===== src/rtl/core/tlbp_pkg.sv =====
// ----------------------------------------------------------------------------
// tlbp_pkg
// Shared constants, codes and counter update rule for the branch predictor.
// ----------------------------------------------------------------------------
package tlbp_pkg;

	// configuration port
	localparam int CFG_IDX_W  = 2;
	localparam int CFG_DATA_W = 4;

	// register indexes
	localparam logic [CFG_IDX_W-1:0] CFG_PC_INDEX_BITS = 2'd0;
	localparam logic [CFG_IDX_W-1:0] CFG_HISTORY_BITS  = 2'd1;

	// register widths and reset values
	localparam int PCB_W = 4;
	localparam int HB_W  = 3;
	localparam logic [PCB_W-1:0] PCB_RST = 4'd8;
	localparam logic [HB_W-1:0]  HB_RST  = 3'd4;

	// decoupling queue depth, power of two
	localparam int Q_DEPTH = 2;

	// 2-bit counter codes
	localparam logic [1:0] CTR_STRONG_T = 2'd3;
	localparam logic [1:0] CTR_WEAK_T   = 2'd2;
	localparam logic [1:0] CTR_WEAK_N   = 2'd1;
	localparam logic [1:0] CTR_STRONG_N = 2'd0;
	localparam logic [1:0] CTR_INIT     = CTR_STRONG_T;

	// hysteresis update rule
	function automatic logic [1:0] next_counter(input logic [1:0] c, input logic taken);
		logic [1:0] n;
		case (c)
			CTR_STRONG_T: n = taken ? CTR_STRONG_T : CTR_WEAK_T;
			CTR_WEAK_T:   n = taken ? CTR_STRONG_T : CTR_STRONG_N;
			CTR_WEAK_N:   n = taken ? CTR_STRONG_T : CTR_STRONG_N;
			default:      n = taken ? CTR_WEAK_N : CTR_STRONG_N;
		endcase
		return n;
	endfunction

endpackage


===== src/rtl/core/tlbp_queue.sv =====
// ----------------------------------------------------------------------------
// tlbp_queue
// Small request queue between the index front and the table back.
// ----------------------------------------------------------------------------
module tlbp_queue import tlbp_pkg::*; #(
	parameter int W = 13
) (
	input  logic         clk,
	input  logic         arst_n,
	input  logic         push,
	input  logic [W-1:0] wdata,
	output logic         full,
	input  logic         pop,
	output logic         nempty,
	output logic [W-1:0] rdata
);

	localparam int AW = (Q_DEPTH > 1) ? $clog2(Q_DEPTH) : 1;

	logic [W-1:0]  slot_q [Q_DEPTH];
	logic [AW-1:0] wptr_q;
	logic [AW-1:0] rptr_q;
	logic [AW:0]   cnt_q;

	assign full   = (cnt_q == (AW+1)'(Q_DEPTH));
	assign nempty = (cnt_q != '0);
	assign rdata  = slot_q[rptr_q];

	// storage
	always_ff @(posedge clk) begin
		if (push) begin
			slot_q[wptr_q] <= wdata;
		end
	end

	// pointers and fill level
	always_ff @(posedge clk or negedge arst_n) begin
		if (!arst_n) begin
			wptr_q <= '0;
			rptr_q <= '0;
			cnt_q  <= '0;
		end else begin
			if (push) begin
				wptr_q <= wptr_q + 1'b1;
			end
			if (pop) begin
				rptr_q <= rptr_q + 1'b1;
			end
			if (push && !pop) begin
				cnt_q <= cnt_q + 1'b1;
			end else if (pop && !push) begin
				cnt_q <= cnt_q - 1'b1;
			end
		end
	end

`ifndef ASSERT_OFF
	a_no_overflow: assert property (@(posedge clk) disable iff (!arst_n)
		full |-> !push) else $error("queue push while full");
	a_no_underflow: assert property (@(posedge clk) disable iff (!arst_n)
		!nempty |-> !pop) else $error("queue pop while empty");
`endif

endmodule


===== config.mk =====
export PLATFORM = sky130hd
export DESIGN_NAME = tlbp_queue
export DESIGN_NICKNAME = d
export VERILOG_FILES = /design/src/rtl/core/tlbp_pkg.sv /design/src/rtl/core/tlbp_queue.sv
export SDC_FILE = /design/constraint.sdc
export NUM_CORES = 1
export LEC_CHECK = 0
export BUFFER_PORTS_ARGS = -buffer_cell sky130_fd_sc_hd__buf_2
export CAP_MARGIN = 10
export CORE_UTILIZATION = 40
export CTS_CLUSTER_DIAMETER = 100
export DETAILED_ROUTE_END_ITERATION = 16
export RECOVER_POWER = 25
export SLEW_MARGIN = 20
export SYNTH_ARGS = -nofsm -noshare
export SYNTH_HDL_FRONTEND = slang
export SYNTH_SLANG_ARGS = --single-unit

===== constraint.sdc =====
create_clock -name clk -period 1.7 [get_ports clk]
set_input_delay 0.17 -clock clk [delete_from_list [all_inputs] [get_ports clk]]
set_output_delay 0.17 -clock clk [all_outputs]
set_load 0.02 [all_outputs]

==> results of run 1 <==
## flip-flops by register name, summed over array words and instances (netlist names)
name,flops
slot_q,26
wptr_q,1
cnt_q,2
rptr_q,1
## path summary, 6_finish.rpt
kind                            cells after the start                 start                      end  slack [ns]
worst max-delay path                                3    rptr_q$_DFFE_PN0P_                 rdata[2]        0.15
worst min-delay path                                1             wdata[10]  slot_q[0][10]$_DFFE_PP_        0.03
worst max register to register                      2    wptr_q$_DFFE_PN0P_   slot_q[0][6]$_DFFE_PP_        0.66
worst min register to register                      1  cnt_q[1]$_DFFE_PN0P_     cnt_q[1]$_DFFE_PN0P_        0.49
max in group asynchronous                           2                arst_n     cnt_q[0]$_DFFE_PN0P_        1.41
min in group asynchronous                           2                arst_n     cnt_q[1]$_DFFE_PN0P_        0.17
## logic make-up (layout without fill, tap and decap cells)
group         Yosys count  after routing  synth area share
flops                  30             30             0.781
mux                    13             13             0.130
xor+xnor                5              5            0.0388
simple gates            5              5            0.0255
buf+inv                 2             44            0.0133
fa+ha+maj               1              1            0.0111
## final cells by class
type,count,area [µm²]
Inverter,1,3.75
Timing Repair Buffer,35,185
Multi-Input combinational cell,24,231
Clock buffer,6,41.3
Clock inverter,2,8.76
Fill cell,254,1180
Tap cell,30,37.5
Sequential cell,30,881
## per-stage QoR
step / hold WS [ns] / cell area, µm² / instances / worst slack, ns / total power, µW
after CTS: 0.0141 / 1390 / 128 / 0.115 / 2260
after detailed placement: -0.0180 / 1330 / 119 / 0.479 / 1870
after global placement: -0.0177 / 1330 / 119 / 0.482 / 1860
after global routing: 0.00895 / 1390 / 128 / 0.0712 / 2360
after floorplan: -0.126 / 1130 / 56 / 0.309 / 1630
final: 0.0274 / 1390 / 128 / 0.149 / 2210
## where the power goes
group / internal [µW] / switching (µW) / total, µW / leakage, µW
clock: 155 / 224 / 379 / 0.0000297
sequential: 990 / 59.1 / 1050 / 0.000291
combinational: 340 / 445 / 784 / 0.000232
## critical path, cell delays in order, from the launching register on
cell and delay, ns:
sky130_fd_sc_hd__dfrtp_1 0.33, sky130_fd_sc_hd__buf_4 0.22, sky130_fd_sc_hd__mux2_2 0.36, sky130_fd_sc_hd__buf_2 0.16
## what timing repair did
action	in CTS	in global routing
setup buffers	0	0
resized for setup	0	0
hold buffers	1	0
hold endpoints to repair	4	0
## layer usage
layer	wire length (µm)	vias up	share of wire
met5	0	-	0
met4	19	0	0.011
met3	155	4	0.091
met2	859	22	0.51
met1	661	281	0.39
li1	-	291	-
## cell usage in the layout, fill, tap and decap left out, types with 2 or more instances in the layout
cell                       netlist  final
sky130_fd_sc_hd__buf_2           0     29
sky130_fd_sc_hd__buf_4           0      3
sky130_fd_sc_hd__nor2b_1         2      2
sky130_fd_sc_hd__mux2_2         13     13
sky130_fd_sc_hd__xor2_1          4      4
sky130_fd_sc_hd__dfrtp_1         4      4
sky130_fd_sc_hd__clkbuf_1        0      3
sky130_fd_sc_hd__clkbuf_4        0      5
sky130_fd_sc_hd__edfxtp_1       26     26
==> impl_results.md, run 1 <==
* Run status: finished clean
* Cell type with the highest aggregate area in the netlist: sky130_fd_sc_hd__edfxtp_1
* Count of final setup violators at 0
* Type of destination of the critical path: output port
* Met3 layer usage reported by global route at 0.0874
* RSZ-0062 raised after global routing: false
* Clock edge transition at the registers on the reported setup and hold paths at 0.09 ns
* Residual DRC count at 0
* Met1 Resource Use GR at 0.145
* GRT met2 Usage at 0.201
* Worst Tran Pin Value at 0.187 ns
* Worst slew margin relative to its limit at 0.875
* Remaining global-route overflow at 0
* GP Congestion at 0.652
* Share of the cycle needed by the critical path after routing at 0.912
* Total number of vias at 598
* First-pass GRT wire length at 2.55 mm
* Total number of yosys warnings at 0
* Required time worst endpoint at 1.53 ns
* Detailed Place HPWL at 1.11 mm
* # nets final at 115
* Leakage power summed over all cells at 0.000553 µW
* Mean post-synth cell area at 20.1 µm²
* Source-to-sink clock delay at the later pin of the worst-skew pair at 0.32 ns
* Area Growth Syn to Fin at 23.2%
* Utilization after layout at 0.541
* Total negative slack at 0 ns
* Library cell with the highest instance count after synthesis: sky130_fd_sc_hd__edfxtp_1
* Initial antenna violation count at 0
* Port buffer count at 31
* Starting density of the core at 0.439
* Placeable core region at 0.00257 mm²
* Sequential-to-total area share from yosys stat at 0.781
* Min Tclk post-route at 1.55 ns
* Crit Path Class: reg -> out
* Number of placed I/O pins at 32
* Critical Path AT at 1.38 ns
* Synthesized instance count at 56
* Number of levels the H-tree was split into at 2
* Maximum fanout encountered on the critical timing path at 14
* Synth Net Count at 74
* Cts bufs inserted at 5
* Final slew viol count at 0
* Largest net degree at the start of global routing at 15
* Max Cap Violations at 0
* Biggest area contributors in the synthesized netlist: sky130_fd_sc_hd__edfxtp_1 69%, sky130_fd_sc_hd__mux2_2 13%, sky130_fd_sc_hd__dfrtp_1 8.9%, sky130_fd_sc_hd__xor2_1 3.1%, sky130_fd_sc_hd__ha_1 1.1%
* Floorplan die width at 55.1 µm
* Post-detailed-route count of antenna-violating nets at 0
* Vias per cell at 4.67
* Number of distinct library cell variants in the gate-level netlist after synthesis at 12
* Hold violation total from the final report at 0
* Final antenna diode count at 0
* Count of clock tree sinks at 30
* GRT Resource Usage Total at 0.137
* Sort of element at the start of the critical path: flop
* CTS Root Cell: sky130_fd_sc_hd__clkbuf_4
* Share of layout cells above drive strength 1 at 0.531
* Vias in the first global route at 580
* Count of state elements after synthesis at 30
* Fmax at 0.645 GHz
* Detail-routed net length per standard cell at 13.2 µm
* Number of placement rows at 18
* Power density over cell area at 1590 mW/mm²
* 1st-pass router iterations at 2
* Detailed router's first-iteration violation count at 4
* Top cells by count, synth: 26 x sky130_fd_sc_hd__edfxtp_1, 13 x sky130_fd_sc_hd__mux2_2, 4 x sky130_fd_sc_hd__dfrtp_1, 4 x sky130_fd_sc_hd__xor2_1, 2 x sky130_fd_sc_hd__nor2b_1
* Netlist area before placement at 0.00113 mm²
* Maximum ir drop on the vdd rail at 909 µV
* Kind of path behind the tightest hold check: in -> reg
* Clock tree from TritonCTS: done
* Count of flip-flops with a built-in enable after synthesis at 26
* Post-detailed-routing wire length at 1.70 mm
* Die height at 55.1 µm
* Post-synth top area share at 0.693
* Final worst clock skew at 0.00377 ns
* Busiest metal layer after global routing: met2
* Most used flip-flop cell after synthesis: sky130_fd_sc_hd__edfxtp_1
* Fraction of registers with async set/reset at 0.133
* DIE AREA at 0.00303 mm²
* Largest buffer count on any clock path at 2
Note: power is estimated with default switching activity, not from simulation.
==> run 2, diff against run 1 <==
PLACE_DENSITY = 0.66   (was unset)
SLEW_MARGIN = unset   (was 20)
clock period = 1.38 ns   (was 1.7 ns; I/O delays follow)
==> impl_results.md, run 2 (synthesis results as in run 1) <==
* Power density over cell area at 1960 mW/mm² (+23%)
* Most used cells in the layout excluding fill and tap cells: 26 x sky130_fd_sc_hd__edfxtp_1, 15 x sky130_fd_sc_hd__buf_2, 13 x sky130_fd_sc_hd__buf_6
* Required time worst endpoint at 1.24 ns (-0.29 ns)
* Final slew viol count at 0 (unchanged)
* Total number of vias at 674 (+13%)
* Placeable core region at 0.00257 mm² (unchanged)
* P_sw at 1040 µW (+42%)
* PnR Total Power at 3310 µW (+50%)
* Remaining global-route overflow at 0 (unchanged)
* Clock tree from TritonCTS: done
* Clock group share of total power at 0.142 (-0.029)
* Post-detailed-route count of antenna-violating nets at 0 (unchanged)
* Worst Tran Pin Value at 0.288 ns (+0.101 ns)
* Largest net degree at the start of global routing at 14 (-1)
* Starting density of the core at 0.439 (unchanged)
* Cell Int Power at 2280 µW (+53%)
* Maximum fanout encountered on the critical timing path at 6 (-8)
* Share of the cycle needed by the critical path after routing at 1.11
* Register ranked first by flip-flop count: slot_q
* Crit Path Class: reg -> out
* Detailed Place HPWL at 1.19 mm (+7.5%)
* Violated checks: negative setup slack
* Leading cell type in the layout, fill and taps excluded: sky130_fd_sc_hd__edfxtp_1
* Largest registers: slot_q: 26 flops, cnt_q: 2 flops
* Port buffer count at 31 (unchanged)
* GRT Resource Usage Total at 0.138 (+0.00133)
* 1st-pass router iterations at 4 (+2)
* Residual DRC count at 0 (unchanged)
* Path depth of the worst reg2reg path at 2 (unchanged)
* Die height at 55.1 µm (unchanged)
* Run status: finished, violations left
* Max Cap Violations at 0 (unchanged)
* CTS Root Cell: sky130_fd_sc_hd__clkbuf_4
* Power share of the sequential group at 0.402 (-0.072)
* Cts bufs inserted at 5 (unchanged)
* Maximum ir drop on the vdd rail at 1350 µV (+49%)
* Count of final setup violators at 13 (+13)
* GP Congestion at 0.595 (-8.7%)
* Vias per cell at 4.68 (+0.19%)
* Number of levels the H-tree was split into at 2 (unchanged)
* Startpoint of the lowest-slack hold path: pop
* Number of stages on the worst hold path at 2 (+1)
* Share of layout cells above drive strength 1 at 0.509 (-0.0218)
* Sort of element at the start of the critical path: flop
* Setup slack of the worst register-to-register path at 0.22 ns (-0.44 ns)
* Critical Path AT at 1.39 ns (about the same)
* Chain of cells forming the critical path: clkbuf_16 > mux2_4 > buf_6
* Clock edge transition at the registers on the reported setup and hold paths at 0.09 ns (about the same)
* Fmax at 0.654 GHz
* First-pass GRT wire length at 2.59 mm (+1.9%)
* Number of placement rows at 18 (unchanged)
* Endpoint of the worst hold path: rptr_q$_DFFE_PN0P_
* Initial antenna violation count at 0 (unchanged)
* Worst Setup Slack, final at -0.148 ns (-0.298 ns)
* DIE AREA at 0.00303 mm² (unchanged)
* # nets final at 131 (+14%)
* Floorplan die width at 55.1 µm (unchanged)
* Detail-routed net length per standard cell at 13.9 µm (+5.2%)
* Type of destination of the critical path: output port
* Worst slew margin relative to its limit at 0.807 (-0.0682)
* Count of clock tree sinks at 30 (unchanged)
* R2r endpoint: slot_q[0][1]$_DFFE_PP_
* Final antenna diode count at 0 (unchanged)
* Combinational share of power at 0.456 (+0.101)
* Kind of path behind the tightest hold check: in -> reg
* Post-detailed-routing wire length at 2.01 mm (+18%)
* Vias in the first global route at 603 (+4.0%)
* Worst Hold Margin at 0.0165 ns (-0.0109 ns)
* Source-to-sink clock delay at the later pin of the worst-skew pair at 0.31 ns (about the same)
* Switching share of total power at 0.313 (-0.0162)
* Number of placed I/O pins at 32 (unchanged)
* Leakage power summed over all cells at 0.000693 µW (+25%)
* Largest buffer count on any clock path at 2 (unchanged)
* RSZ-0062 raised after global routing: true
* Worst R2R Start: wptr_q$_DFFE_PN0P_
* Area Growth Syn to Fin at 49.8%
* Final worst clock skew at 0.00750 ns (+0.00373 ns)
* Final-layout fill cell count at 186 (-27%)
* Hold violation total from the final report at 0 (unchanged)
* Min Tclk post-route at 1.53 ns
* Detailed router's first-iteration violation count at 27 (+23)
* Longest individual stage delay on the worst path at 0.46 ns (+0.10 ns)
* Largest register FFs at 26 (unchanged)
* Slowest CP cell: sky130_fd_sc_hd__dfrtp_2
==> run 2: worst max-delay path by stage <==
stage | start | to | depth (start not counted)
2_1_floorplan | wptr_q$_DFFE_PN0P_ | slot_q[0][0]$_DFFE_PP_ | 1
3_3_place_gp | rptr_q$_DFFE_PN0P_ | rdata[1] | 3
3_5_place_dp | rptr_q$_DFFE_PN0P_ | rdata[7] | 3
4_1_cts | rptr_q$_DFFE_PN0P_ | rdata[7] | 3
5_1_grt | rptr_q$_DFFE_PN0P_ | rdata[0] | 3
6_report | rptr_q$_DFFE_PN0P_ | rdata[0] | 3
==> run 2: cell type report <==
type | instances | area (µm²) | share of cell area
inverters | 1 | 3.75 | 0.00222
clock inverters | 2 | 8.76 | 0.00519
flip-flops and latches | 30 | 882 | 0.522
repair buffers | 51 | 455 | 0.270
multi-input cells | 24 | 260 | 0.154
well taps | 30 | 37.5 | 0.0222
clock buffers | 6 | 41.3 | 0.0244
==> run 2: repair_timing <==
action                     4_1_cts  5_1_grt
resized for setup                0       34
hold buffers                    10        2
hold endpoints to repair        21        4
setup endpoints to repair       13       14
cloned                           0        1
setup buffers                    1        2
==> run 2: critical path: cells and delay by family, from the launching register on <==
family                 cells  cell delay (ns)
flip-flops                 1             0.46
buffers and inverters      2             0.31
multiplexers               1             0.31
==> run 2: stage by stage <==
step                utilization  setup WS (ns)  setup TNS (ns)  cells  area, µm²
finish                    0.658         -0.148           -1.65    144       1690
global route              0.658         -0.193           -2.31    144       1690
CTS                       0.594         -0.153           -1.81    139       1520
detailed placement        0.532          0.186               0    120       1370
global placement          0.532          0.203               0    120       1370
floorplan                     -          0.220               0     56       1130
==> run 2: power by group through the flow <==
stage               Combinational [µW]  Clock (µW)  Sequential (µW)
floorplan                          689           0             1320
global placement                  1050           0             1320
detailed placement                1050           0             1340
CTS                               1110         489             1320
global route                      1600         528             1350
finish                            1510         470             1330
==> run 2: routing by layer <==
layer | vias up | wire length (µm) | global-route usage | part of all wire
met4 | 0 | 40 | 0.113 | 0.020
met5 | - | 0 | 0 | 0
met3 | 5 | 80 | 0.0574 | 0.040
met2 | 21 | 1070 | 0.227 | 0.53
li1 | 322 | - | - | -
met1 | 326 | 813 | 0.135 | 0.41
