File: src/rtl/core/tlbp_pkg.sv
// ----------------------------------------------------------------------------
// tlbp_pkg
// Shared constants, codes and counter update rule for the branch predictor.
// ----------------------------------------------------------------------------
package tlbp_pkg;

	// configuration port
	localparam int CFG_IDX_W  = 2;
	localparam int CFG_DATA_W = 4;

	// register indexes
	localparam logic [CFG_IDX_W-1:0] CFG_PC_INDEX_BITS = 2'd0;
	localparam logic [CFG_IDX_W-1:0] CFG_HISTORY_BITS  = 2'd1;

	// register widths and reset values
	localparam int PCB_W = 4;
	localparam int HB_W  = 3;
	localparam logic [PCB_W-1:0] PCB_RST = 4'd8;
	localparam logic [HB_W-1:0]  HB_RST  = 3'd4;

	// decoupling queue depth, power of two
	localparam int Q_DEPTH = 2;

	// 2-bit counter codes
	localparam logic [1:0] CTR_STRONG_T = 2'd3;
	localparam logic [1:0] CTR_WEAK_T   = 2'd2;
	localparam logic [1:0] CTR_WEAK_N   = 2'd1;
	localparam logic [1:0] CTR_STRONG_N = 2'd0;
	localparam logic [1:0] CTR_INIT     = CTR_STRONG_T;

	// hysteresis update rule
	function automatic logic [1:0] next_counter(input logic [1:0] c, input logic taken);
		logic [1:0] n;
		case (c)
			CTR_STRONG_T: n = taken ? CTR_STRONG_T : CTR_WEAK_T;
			CTR_WEAK_T:   n = taken ? CTR_STRONG_T : CTR_STRONG_N;
			CTR_WEAK_N:   n = taken ? CTR_STRONG_T : CTR_STRONG_N;
			default:      n = taken ? CTR_WEAK_N : CTR_STRONG_N;
		endcase
		return n;
	endfunction

endpackage

File: src/rtl/core/tlbp_front.sv
// ----------------------------------------------------------------------------
// tlbp_front
// Accepts resolved branches, forms the table index from address and global
// history, advances the history and holds the configuration registers.
// ----------------------------------------------------------------------------
module tlbp_front import tlbp_pkg::*; #(
	parameter int MAX_PC_INDEX_BITS = 8,
	parameter int MAX_HISTORY_BITS  = 4
) (
	input  logic                                        clk,
	input  logic                                        arst_n,
	input  logic                                        in_valid,
	output logic                                        in_ready,
	input  logic [31:0]                                 branch_pc,
	input  logic                                        outcome_taken,
	input  logic                                        cfg_valid,
	output logic                                        cfg_ready,
	input  logic [CFG_IDX_W-1:0]                        cfg_index,
	input  logic [CFG_DATA_W-1:0]                       cfg_data,
	input  logic                                        table_ready,
	input  logic                                        q_full,
	output logic                                        q_push,
	output logic [MAX_PC_INDEX_BITS+MAX_HISTORY_BITS-1:0] q_idx,
	output logic                                        q_taken
);

	localparam int MW = $clog2(MAX_PC_INDEX_BITS + 1);
	localparam int KW = $clog2(MAX_HISTORY_BITS + 1);

	logic [PCB_W-1:0]            pcb_q;
	logic [HB_W-1:0]             hb_q;
	logic [MAX_HISTORY_BITS-1:0] hist_q;
	logic [MW-1:0]               m_eff;
	logic [KW-1:0]               k_eff;
	logic [MAX_PC_INDEX_BITS-1:0] row;
	logic [MAX_HISTORY_BITS-1:0] col;
	logic [MAX_HISTORY_BITS-1:0] col_sh;
	logic [MAX_HISTORY_BITS-1:0] hist_nxt;

	assign cfg_ready = 1'b1;
	assign in_ready  = table_ready & ~q_full;
	assign q_push    = in_valid & in_ready;

	// configuration registers
	always_ff @(posedge clk or negedge arst_n) begin
		if (!arst_n) begin
			pcb_q <= PCB_RST;
			hb_q  <= HB_RST;
		end else if (cfg_valid) begin
			if (cfg_index == CFG_PC_INDEX_BITS) begin
				pcb_q <= cfg_data[PCB_W-1:0];
			end else if (cfg_index == CFG_HISTORY_BITS) begin
				hb_q <= cfg_data[HB_W-1:0];
			end
		end
	end

	// saturate widths at their maximum
	assign m_eff = (int'(pcb_q) > MAX_PC_INDEX_BITS) ? MW'(MAX_PC_INDEX_BITS) : MW'(pcb_q);
	assign k_eff = (int'(hb_q) > MAX_HISTORY_BITS) ? KW'(MAX_HISTORY_BITS) : KW'(hb_q);

	// row and column selection
	always_comb begin
		for (int i = 0; i < MAX_PC_INDEX_BITS; i++) begin
			row[i] = branch_pc[i] & (i < int'(m_eff));
		end
		for (int j = 0; j < MAX_HISTORY_BITS; j++) begin
			col[j] = hist_q[j] & (j < int'(k_eff));
		end
	end

	assign q_idx   = {row, col};
	assign q_taken = outcome_taken;
	assign col_sh  = col >> 1;

	// outcome enters at the top of the active history
	always_comb begin
		for (int j = 0; j < MAX_HISTORY_BITS; j++) begin
			if (j == int'(k_eff) - 1) begin
				hist_nxt[j] = outcome_taken;
			end else if (j < int'(k_eff) - 1) begin
				hist_nxt[j] = col_sh[j];
			end else begin
				hist_nxt[j] = 1'b0;
			end
		end
	end

	// global history register
	always_ff @(posedge clk or negedge arst_n) begin
		if (!arst_n) begin
			hist_q <= '1;
		end else if (q_push && k_eff != '0) begin
			hist_q <= hist_nxt;
		end
	end

endmodule

File: config.mk
export PLATFORM = sky130hd
export DESIGN_NAME = tlbp_front
export DESIGN_NICKNAME = d
export VERILOG_FILES = /design/src/rtl/core/tlbp_pkg.sv /design/src/rtl/core/tlbp_front.sv
export SDC_FILE = /design/constraint.sdc
export NUM_CORES = 1
export LEC_CHECK = 0
export ABC_AREA = 1
export BUFFER_PORTS_ARGS = -buffer_cell sky130_fd_sc_hd__buf_4
export CORE_MARGIN = 10
export CORE_UTILIZATION = 30
export DETAILED_ROUTE_END_ITERATION = 7
export PLACE_DENSITY_LB_ADDON = 0.15
export SLEW_MARGIN = 20
export SYNTH_ARGS = -nofsm -noshare
export SYNTH_HDL_FRONTEND = slang
export SYNTH_SLANG_ARGS = --single-unit
File: constraint.sdc
create_clock -name clk -period 1.75 [get_ports clk]
set_input_delay 0.0875 -clock clk [delete_from_list [all_inputs] [get_ports clk]]
set_output_delay 0.0875 -clock clk [all_outputs]
set_load 0.01 [all_outputs]
==> results.py, run 1 <==
metrics = {
    "critical_path": {
        "cp_slowest_cell": "dfrtp_1",
        "cp-start-kind": "flip-flop",
        "path_cells": "nor2_1 > nand2_1 > o21ai_0 > inv_1 > buf_4",
        "cp.required_ns": 1.66,
        "worstReg2RegStart": "hb_q[0]",
        "cp-startpoint": "pcb_q[2]",
        "cp_max_fo": 6,
        "path_class": "flip-flop to output pin",
        "r2r_slack_ns": 0.36,
        "rr_worst_depth": 9,
        "max_stage_delay_ns": 0.41,
        "endpoint_kind": "output pin",
        "timing.rr.end": "hist_q[1]",
        "cp.arrival_ns": 1.36,
    },
    "timing": {
        "setup_viol": 0,
        "timing.final.crit_share": 0.829,
        "maxClockFrequency_ghz": 0.690,
        "rsz0062_at_grt": "false",
        "hold_violations": 0,
        "setup_tns_ns": 0,
        "post-route-min-period_ns": 1.45,
        "skew_ns": 0.0105,
        "slew_violations": 0,
    },
    "yosys": {
        "synth.distinct_cells": 20,
        "yosysSeqAreaShare": 0.407,
        "synth_area_um2": 694,
        "syn_nets": 145,
        "syn_inst": 99,
        "yosysWarnings": 0,
        "ys_seq_elements": 11,
        "syn_area_per_cell_um2": 7.01,
    },
    "drt": {
        "drt-vias-per-instance": 4.28,
        "wl_mm": 1.81,
        "routedWlPerCell_um": 11.0,
        "drtAntennaViolNets": 0,
        "drtIter0Drc": 17,
        "drcViolationCount": 0,
        "vias": 706,
        "dr.pass1.iters": 4,
    },
    "floorplanning": {
        "initial_core_util": 0.314,
        "die_y_um": 68.1,
        "rows": 17,
        "die_x_um": 68.1,
        "core-area_mm2": 0.00221,
        "die_area_mm2": 0.00464,
        "io_pins": 61,
    },
    "placed_design": {
        "gp_congestion": 0.741,
        "dp_hpwl_mm": 1.56,
        "io_buffers": 35,
    },
    "min_path": {
        "hp-start": "cfg_data[3]",
        "holdCritPathClass": "primary input to flip-flop",
        "whs_endpoint": "pcb_q[3]",
        "hold_depth": 3,
    },
    "global_route": {
        "grt_overflow_total": 0,
        "grt_usage": 0.0810,
        "grt_pass1_wl_mm": 2.90,
        "grt_max_degree": 12,
        "grt_pass1_vias": 691,
        "antenna_found_initial": 0,
    },
    "clock_network": {
        "cts.sinks": 11,
        "clock_path_buffers": 2,
        "clkTransAtPathRegs_ns": 0.06,
        "cts_buffers": 3,
        "cts_root_buf": "clkbuf_4",
        "tritoncts": "yes",
        "cts_setup_buffers": 0,
        "insertion_delay_ns": 0.27,
        "h-tree-depth": 1,
    },
    "cells_and_area": {
        "ff_latch_area_um2": 283,
        "drive_above_1_share": 0.372,
        "multi_input_area_um2": 325,
        "area_growth_syn_to_layout_pct": 46.1,
        "antenna_cells": 0,
        "fin_util": 0.459,
        "num-fill-cells": 239,
        "final_nets": 184,
    },
    "run_status": {
        "status": "finished clean",
    },
    "job": {
        "max_cap_viol_count": 0,
    },
    "power_and_ir_drop": {
        "totalPowerFinal_mw": 0.870,
        "ir_drop_v": 0.000448,
        "p_per_area_mw_per_mm2": 858,
        "leakagePower_nw": 0.560,
    },
}
-- per-stage QoR --
stage | hold WS, ns | setup WS (ns) | instance area (µm²) | cells
floorplan | -0.208 | 0.525 | 694 | 99
global placement | -0.0690 | 0.393 | 977 | 160
detailed placement | -0.0685 | 0.365 | 977 | 160
CTS | 0.0545 | 0.262 | 1010 | 165
global route | 0.0900 | 0.145 | 1010 | 165
finish | 0.0663 | 0.300 | 1010 | 165
-- flip-flops by register name (all words and copies together), names as in the netlist --
name and cells:
pcb_q 4, hist_q 4, hb_q 3
-- worst max path at each step --
| stage | end | depth (start not counted) |
|---|---|---|
| finish | q_idx[4] | 5 |
| global route | q_idx[4] | 5 |
| CTS | q_idx[4] | 5 |
| detailed placement | hist_q[3] | 9 |
| global placement | hist_q[3] | 9 |
| floorplan | hist_q[3] | 8 |
-- layer usage --
| layer | part of all wire | track usage |
|---|---|---|
| met1 | 0.40 | 0.0881 |
| met2 | 0.50 | 0.130 |
| met3 | 0.083 | 0.0489 |
| met4 | 0.0072 | 0.0226 |
| met5 | 0 | 0 |
-- logic make-up (layout without fill, tap and decap cells) --
group | Yosys count | in the layout | share of synthesized area
buf+inv | 21 | 59 | 0.124
simple gates | 49 | 49 | 0.323
compound gates | 16 | 16 | 0.123
fa+ha+maj | 1 | 1 | 0.0180
flops | 11 | 11 | 0.407
other cells | 1 | 1 | 0.00540
-- final cells by class --
class	instances	area share
clock buffers	3	0.0222
clock inverters	1	0.00493
inverters	19	0.0703
multi-input cells	67	0.321
flip-flops and latches	11	0.279
well taps	28	0.0345
repair buffers	36	0.269
-- placed cells by master (no fill, tap or decap), drive strengths merged --
master       synthesis  routed
nor2                14      14
dfrtp                5       5
ha                   1       1
nor3                 1       1
clkinv               0       1
buf                  2      35
dfstp                6       6
a21oi                2       2
clkbuf               0       3
nand3                5       5
nand2               27      27
conb                 1       1
dlygate4sd3          0       1
inv                 19      19
o21ai               12      12
nand3b               2       2
a21boi               2       2
-- power by group --
group,switching (mW),total [mW],internal [mW],leakage (nW)
Clock,0.0874,0.172,0.0847,0.0177
Sequential,0.0437,0.380,0.336,0.125
Combinational,0.165,0.319,0.154,0.417
Total,0.296,0.870,0.574,0.560
-- synth_stat cells --
| master | count | area, µm² |
|---|---|---|
| nand2_1 | 26 | 97.6 |
| inv_1 | 17 | 63.8 |
| nor2_1 | 12 | 45.0 |
| o21ai_0 | 10 | 50.1 |
| dfstp_2 | 6 | 158 |
| dfrtp_1 | 5 | 125 |
| nand3_1 | 4 | 20.0 |
| a21boi_0 | 2 | 15.0 |
| a21oi_1 | 2 | 10.0 |
| buf_4 | 2 | 15.0 |
| inv_2 | 2 | 7.51 |
| nand3b_1 | 2 | 15.0 |
| o21ai_1 | 2 | 10.0 |
| conb_1 | 1 | 3.75 |
| ha_1 | 1 | 12.5 |
| nand2_2 | 1 | 6.26 |
| nand3_4 | 1 | 17.5 |
| nor2_2 | 1 | 6.26 |
| nor2_4 | 1 | 11.3 |
| nor3_1 | 1 | 5.00 |
-- worst max-delay path: cells and delay by family, from the launching register on --
kind | cells | cell delay (ns)
flops | 1 | 0.41
buf+inv | 2 | 0.19
compound gates | 1 | 0.16
simple gates | 2 | 0.35
-- repair_timing --
action | CTS | global route
hold buffers | 1 | 0
hold endpoints to repair | 11 | 0
resized for setup | 0 | 0
Power figures use the tool's default switching activity.
==> run 2: changes to the inputs <==
--- a/config.mk
+++ b/config.mk
@@ -5,7 +5,7 @@
 export SDC_FILE = /design/constraint.sdc
 export NUM_CORES = 1
 export LEC_CHECK = 0
-export ABC_AREA = 1
+export ABC_AREA = 0
 export BUFFER_PORTS_ARGS = -buffer_cell sky130_fd_sc_hd__buf_4
 export CORE_MARGIN = 10
 export CORE_UTILIZATION = 30
==> constraint.sdc (replaced) <==
create_clock -name clk -period 1.3 [get_ports clk]
set_input_delay 0.065 -clock clk [delete_from_list [all_inputs] [get_ports clk]]
set_output_delay 0.065 -clock clk [all_outputs]
set_load 0.01 [all_outputs]
==> run 2 against run 1 <==
- the flow now finishes with violations (setup timing)
- worst hold slack lost 0.034 ns
- sequential cell count did not move
- sequential share of layout area is 2.6 points lower
- sequential power grew 52%
- wire length increased by 9.8%
- area after synthesis grew 5.6%
- critical path depth grew 1
- final cell count fell by 16%
- largest power group is now combinational cells
- first-iteration DRC count grew 110%
- non-clock buffer count increased by 6
==> results.py, run 2 <==
metrics = {
    "timing": {
        "post-route-min-period_ns": 1.37,
        "maxClockFrequency_ghz": 0.732,
        "worst_slack_ns": -0.0661,
        "fin_hold_ws_ns": 0.0319,
        "timing.final.crit_share": 1.05,
        "rsz0062_at_grt": "true",
        "skew_ns": 0.00128,
        "hold_violations": 0,
        "setup_viol": 4,
        "slew_violations": 0,
    },
    "clock_network": {
        "clkTransAtPathRegs_ns": 0.07,
        "tritoncts": "yes",
        "cts.sinks": 11,
        "cts_root_buf": "clkbuf_4",
        "insertion_delay_ns": 0.26,
        "clock_path_buffers": 2,
        "cts_buffers": 3,
        "h-tree-depth": 1,
    },
    "global_route": {
        "grt_overflow_total": 0,
        "grt_max_degree": 12,
        "grt_pass1_vias": 690,
        "grt_pass1_wl_mm": 3.21,
        "grt_usage": 0.0790,
        "antenna_found_initial": 0,
    },
    "drt": {
        "routedWlPerCell_um": 14.4,
        "vias": 654,
        "drtIter0Drc": 36,
        "drt-vias-per-instance": 4.74,
        "drcViolationCount": 0,
        "drtAntennaViolNets": 0,
        "dr.pass1.iters": 4,
        "wl_mm": 1.99,
    },
    "critical_path": {
        "timing.rr.end": "hist_q[1]",
        "cp_max_fo": 3,
        "rr_worst_depth": 6,
        "cp-start-kind": "flip-flop",
        "cp.required_ns": 1.49,
        "path_class": "flip-flop to flip-flop",
        "worstReg2RegStart": "hb_q[2]",
        "endpoint_kind": "flip-flop",
        "r2r_slack_ns": -0.07,
        "cp.arrival_ns": 1.56,
    },
    "min_path": {
        "holdCritPathClass": "primary input to flip-flop",
        "whs_endpoint": "pcb_q[3]",
        "hp-start": "cfg_data[3]",
        "hold_depth": 2,
    },
    "placed_design": {
        "dp_hpwl_mm": 1.61,
        "gp_congestion": 0.839,
        "dp_slack_ns": -0.0840,
        "post-place-cells": 130,
        "io_buffers": 35,
    },
    "floorplanning": {
        "rows": 17,
        "die_area_mm2": 0.00482,
        "initial_core_util": 0.322,
        "io_pins": 61,
        "die_x_um": 69.4,
        "die_y_um": 69.4,
        "core-area_mm2": 0.00228,
    },
    "run_status": {
        "failed_checks": "setup timing",
        "status": "complete, but fails checks",
    },
    "power_and_ir_drop": {
        "ir_drop_v": 0.000729,
        "leakagePower_nw": 0.510,
        "p_per_area_mw_per_mm2": 1390,
    },
    "yosys": {
        "ys_seq_elements": 11,
        "synth_area_um2": 733,
        "synth_top_area_frac": 0.215,
        "yosysSeqAreaShare": 0.386,
        "synth_edf_count": 0,
        "synthTopCellsByCount": "8 x mux2_2, 6 x dfstp_2, 5 x a21oi_1, 5 x dfrtp_1",
        "syn_inst": 68,
        "synth_area_leader_cell": "dfstp_2",
        "yosysWarnings": 0,
        "yosys-top-cells-area": "dfstp_2 22%, dfrtp_1 17%, mux2_2 12%",
        "syn_area_per_cell_um2": 10.8,
        "yosys_most_used_dff": "dfstp_2",
        "syn_nets": 114,
        "synthMostInstantiatedCell": "mux2_2",
        "synth.distinct_cells": 30,
        "synth_async_sr_flop_share": 1.00,
    },
    "cells_and_area": {
        "area_growth_syn_to_layout_pct": 53.8,
        "reg_top3": "hist_q x4, pcb_q x4, hb_q x3",
        "final_common_cell": "buf_4",
        "final_cells": 138,
        "layout_common_cells": "37 x buf_4, 7 x mux2_2, 6 x dfstp_2",
        "antenna_cells": 0,
        "final_nets": 157,
        "drive_above_1_share": 0.682,
    },
    "job": {
        "max_cap_viol_count": 0,
    },
}
-- run 2: changes by cell type after synthesis, sizes merged, moves of 3 or more --
cell	change
nand2	-23
inv	-17
nor2	-12
o21ai	-10
mux2	+8
a21oi	+5
nand3	-5
nor2b	+4
a31oi	+3
and2	+3
and3b	+3
o21a	+3
-- run 2: worst max-delay path, stage by stage, from the launching register on --
cell,delay [ns]
dfstp_2,0.53
inv_2,0.05
nand2_2,0.07
ha_4,0.21
mux2_4,0.30
nand2_2,0.06
a31oi_2,0.07
-- run 2: routing by layer --
layer,wire length (µm),track usage,vias up
li1,-,-,327
met1,818,0.0898,313
met2,1050,0.133,14
met3,123,0.0314,0
met4,0,0.0200,0
met5,0,0,-
-- run 2: cells by family (layout without fill, tap and decap cells) --
family	count (synthesis)	count (layout)	synth area share
AO/OA/AOI/OAI	20	20	0.203
AND/OR/NAND/NOR	21	21	0.205
buffers and inverters	6	48	0.0614
other	1	1	0.00511
adder cells (fa/ha/maj)	1	1	0.0171
multiplexers	8	8	0.123
flip-flops	11	11	0.386
-- run 2: power breakdown --
part           switching (mW)  total, mW  internal (mW)  leakage, nW
logic                   0.322      0.758          0.437        0.375
clock network           0.111      0.229          0.119       0.0150
registers              0.0922      0.578          0.486        0.120
total                   0.525       1.57           1.04        0.510
-- run 2: what timing repair did --
action                                  4_1_cts  5_1_grt
setup buffers                                 3        0
resized for setup                             9        6
hold endpoints to repair                     11        0
endpoints found under the setup margin        9       14
hold buffers                                  1        0
pin swaps                                     4        6
-- run 2: how the worst max path moves through the flow --
stage | startpoint | to | slack (ns)
2_1_floorplan | hb_q[2] | hist_q[1] | -0.15
3_3_place_gp | hb_q[2] | hist_q[1] | -0.07
3_5_place_dp | hb_q[2] | hist_q[1] | -0.08
4_1_cts | hb_q[2] | hist_q[1] | -0.05
5_1_grt | hb_q[2] | hist_q[1] | -0.14
6_report | hb_q[2] | hist_q[1] | -0.07
-- run 2: layout make-up --
cell class | instances | area [µm²]
sequential | 11 | 285
inverter | 2 | 7.51
clock buffer | 4 | 26.3
timing repair buffer | 42 | 333
fill | 212 | 1150
tap | 28 | 35.0
multi-input combinational | 51 | 440
-- run 2: metrics by stage --
step                      utilization  setup TNS [ns]  cell area (µm²)  power [mW]
final                           0.495         -0.0988             1130        1.57
after global routing            0.495          -0.690             1130        1.70
after CTS                       0.485          -0.116             1100        1.56
after detailed placement        0.446         -0.0914             1020        1.23
after global placement          0.446         -0.0697             1020        1.23
after floorplan                     -          -0.200              733       0.962
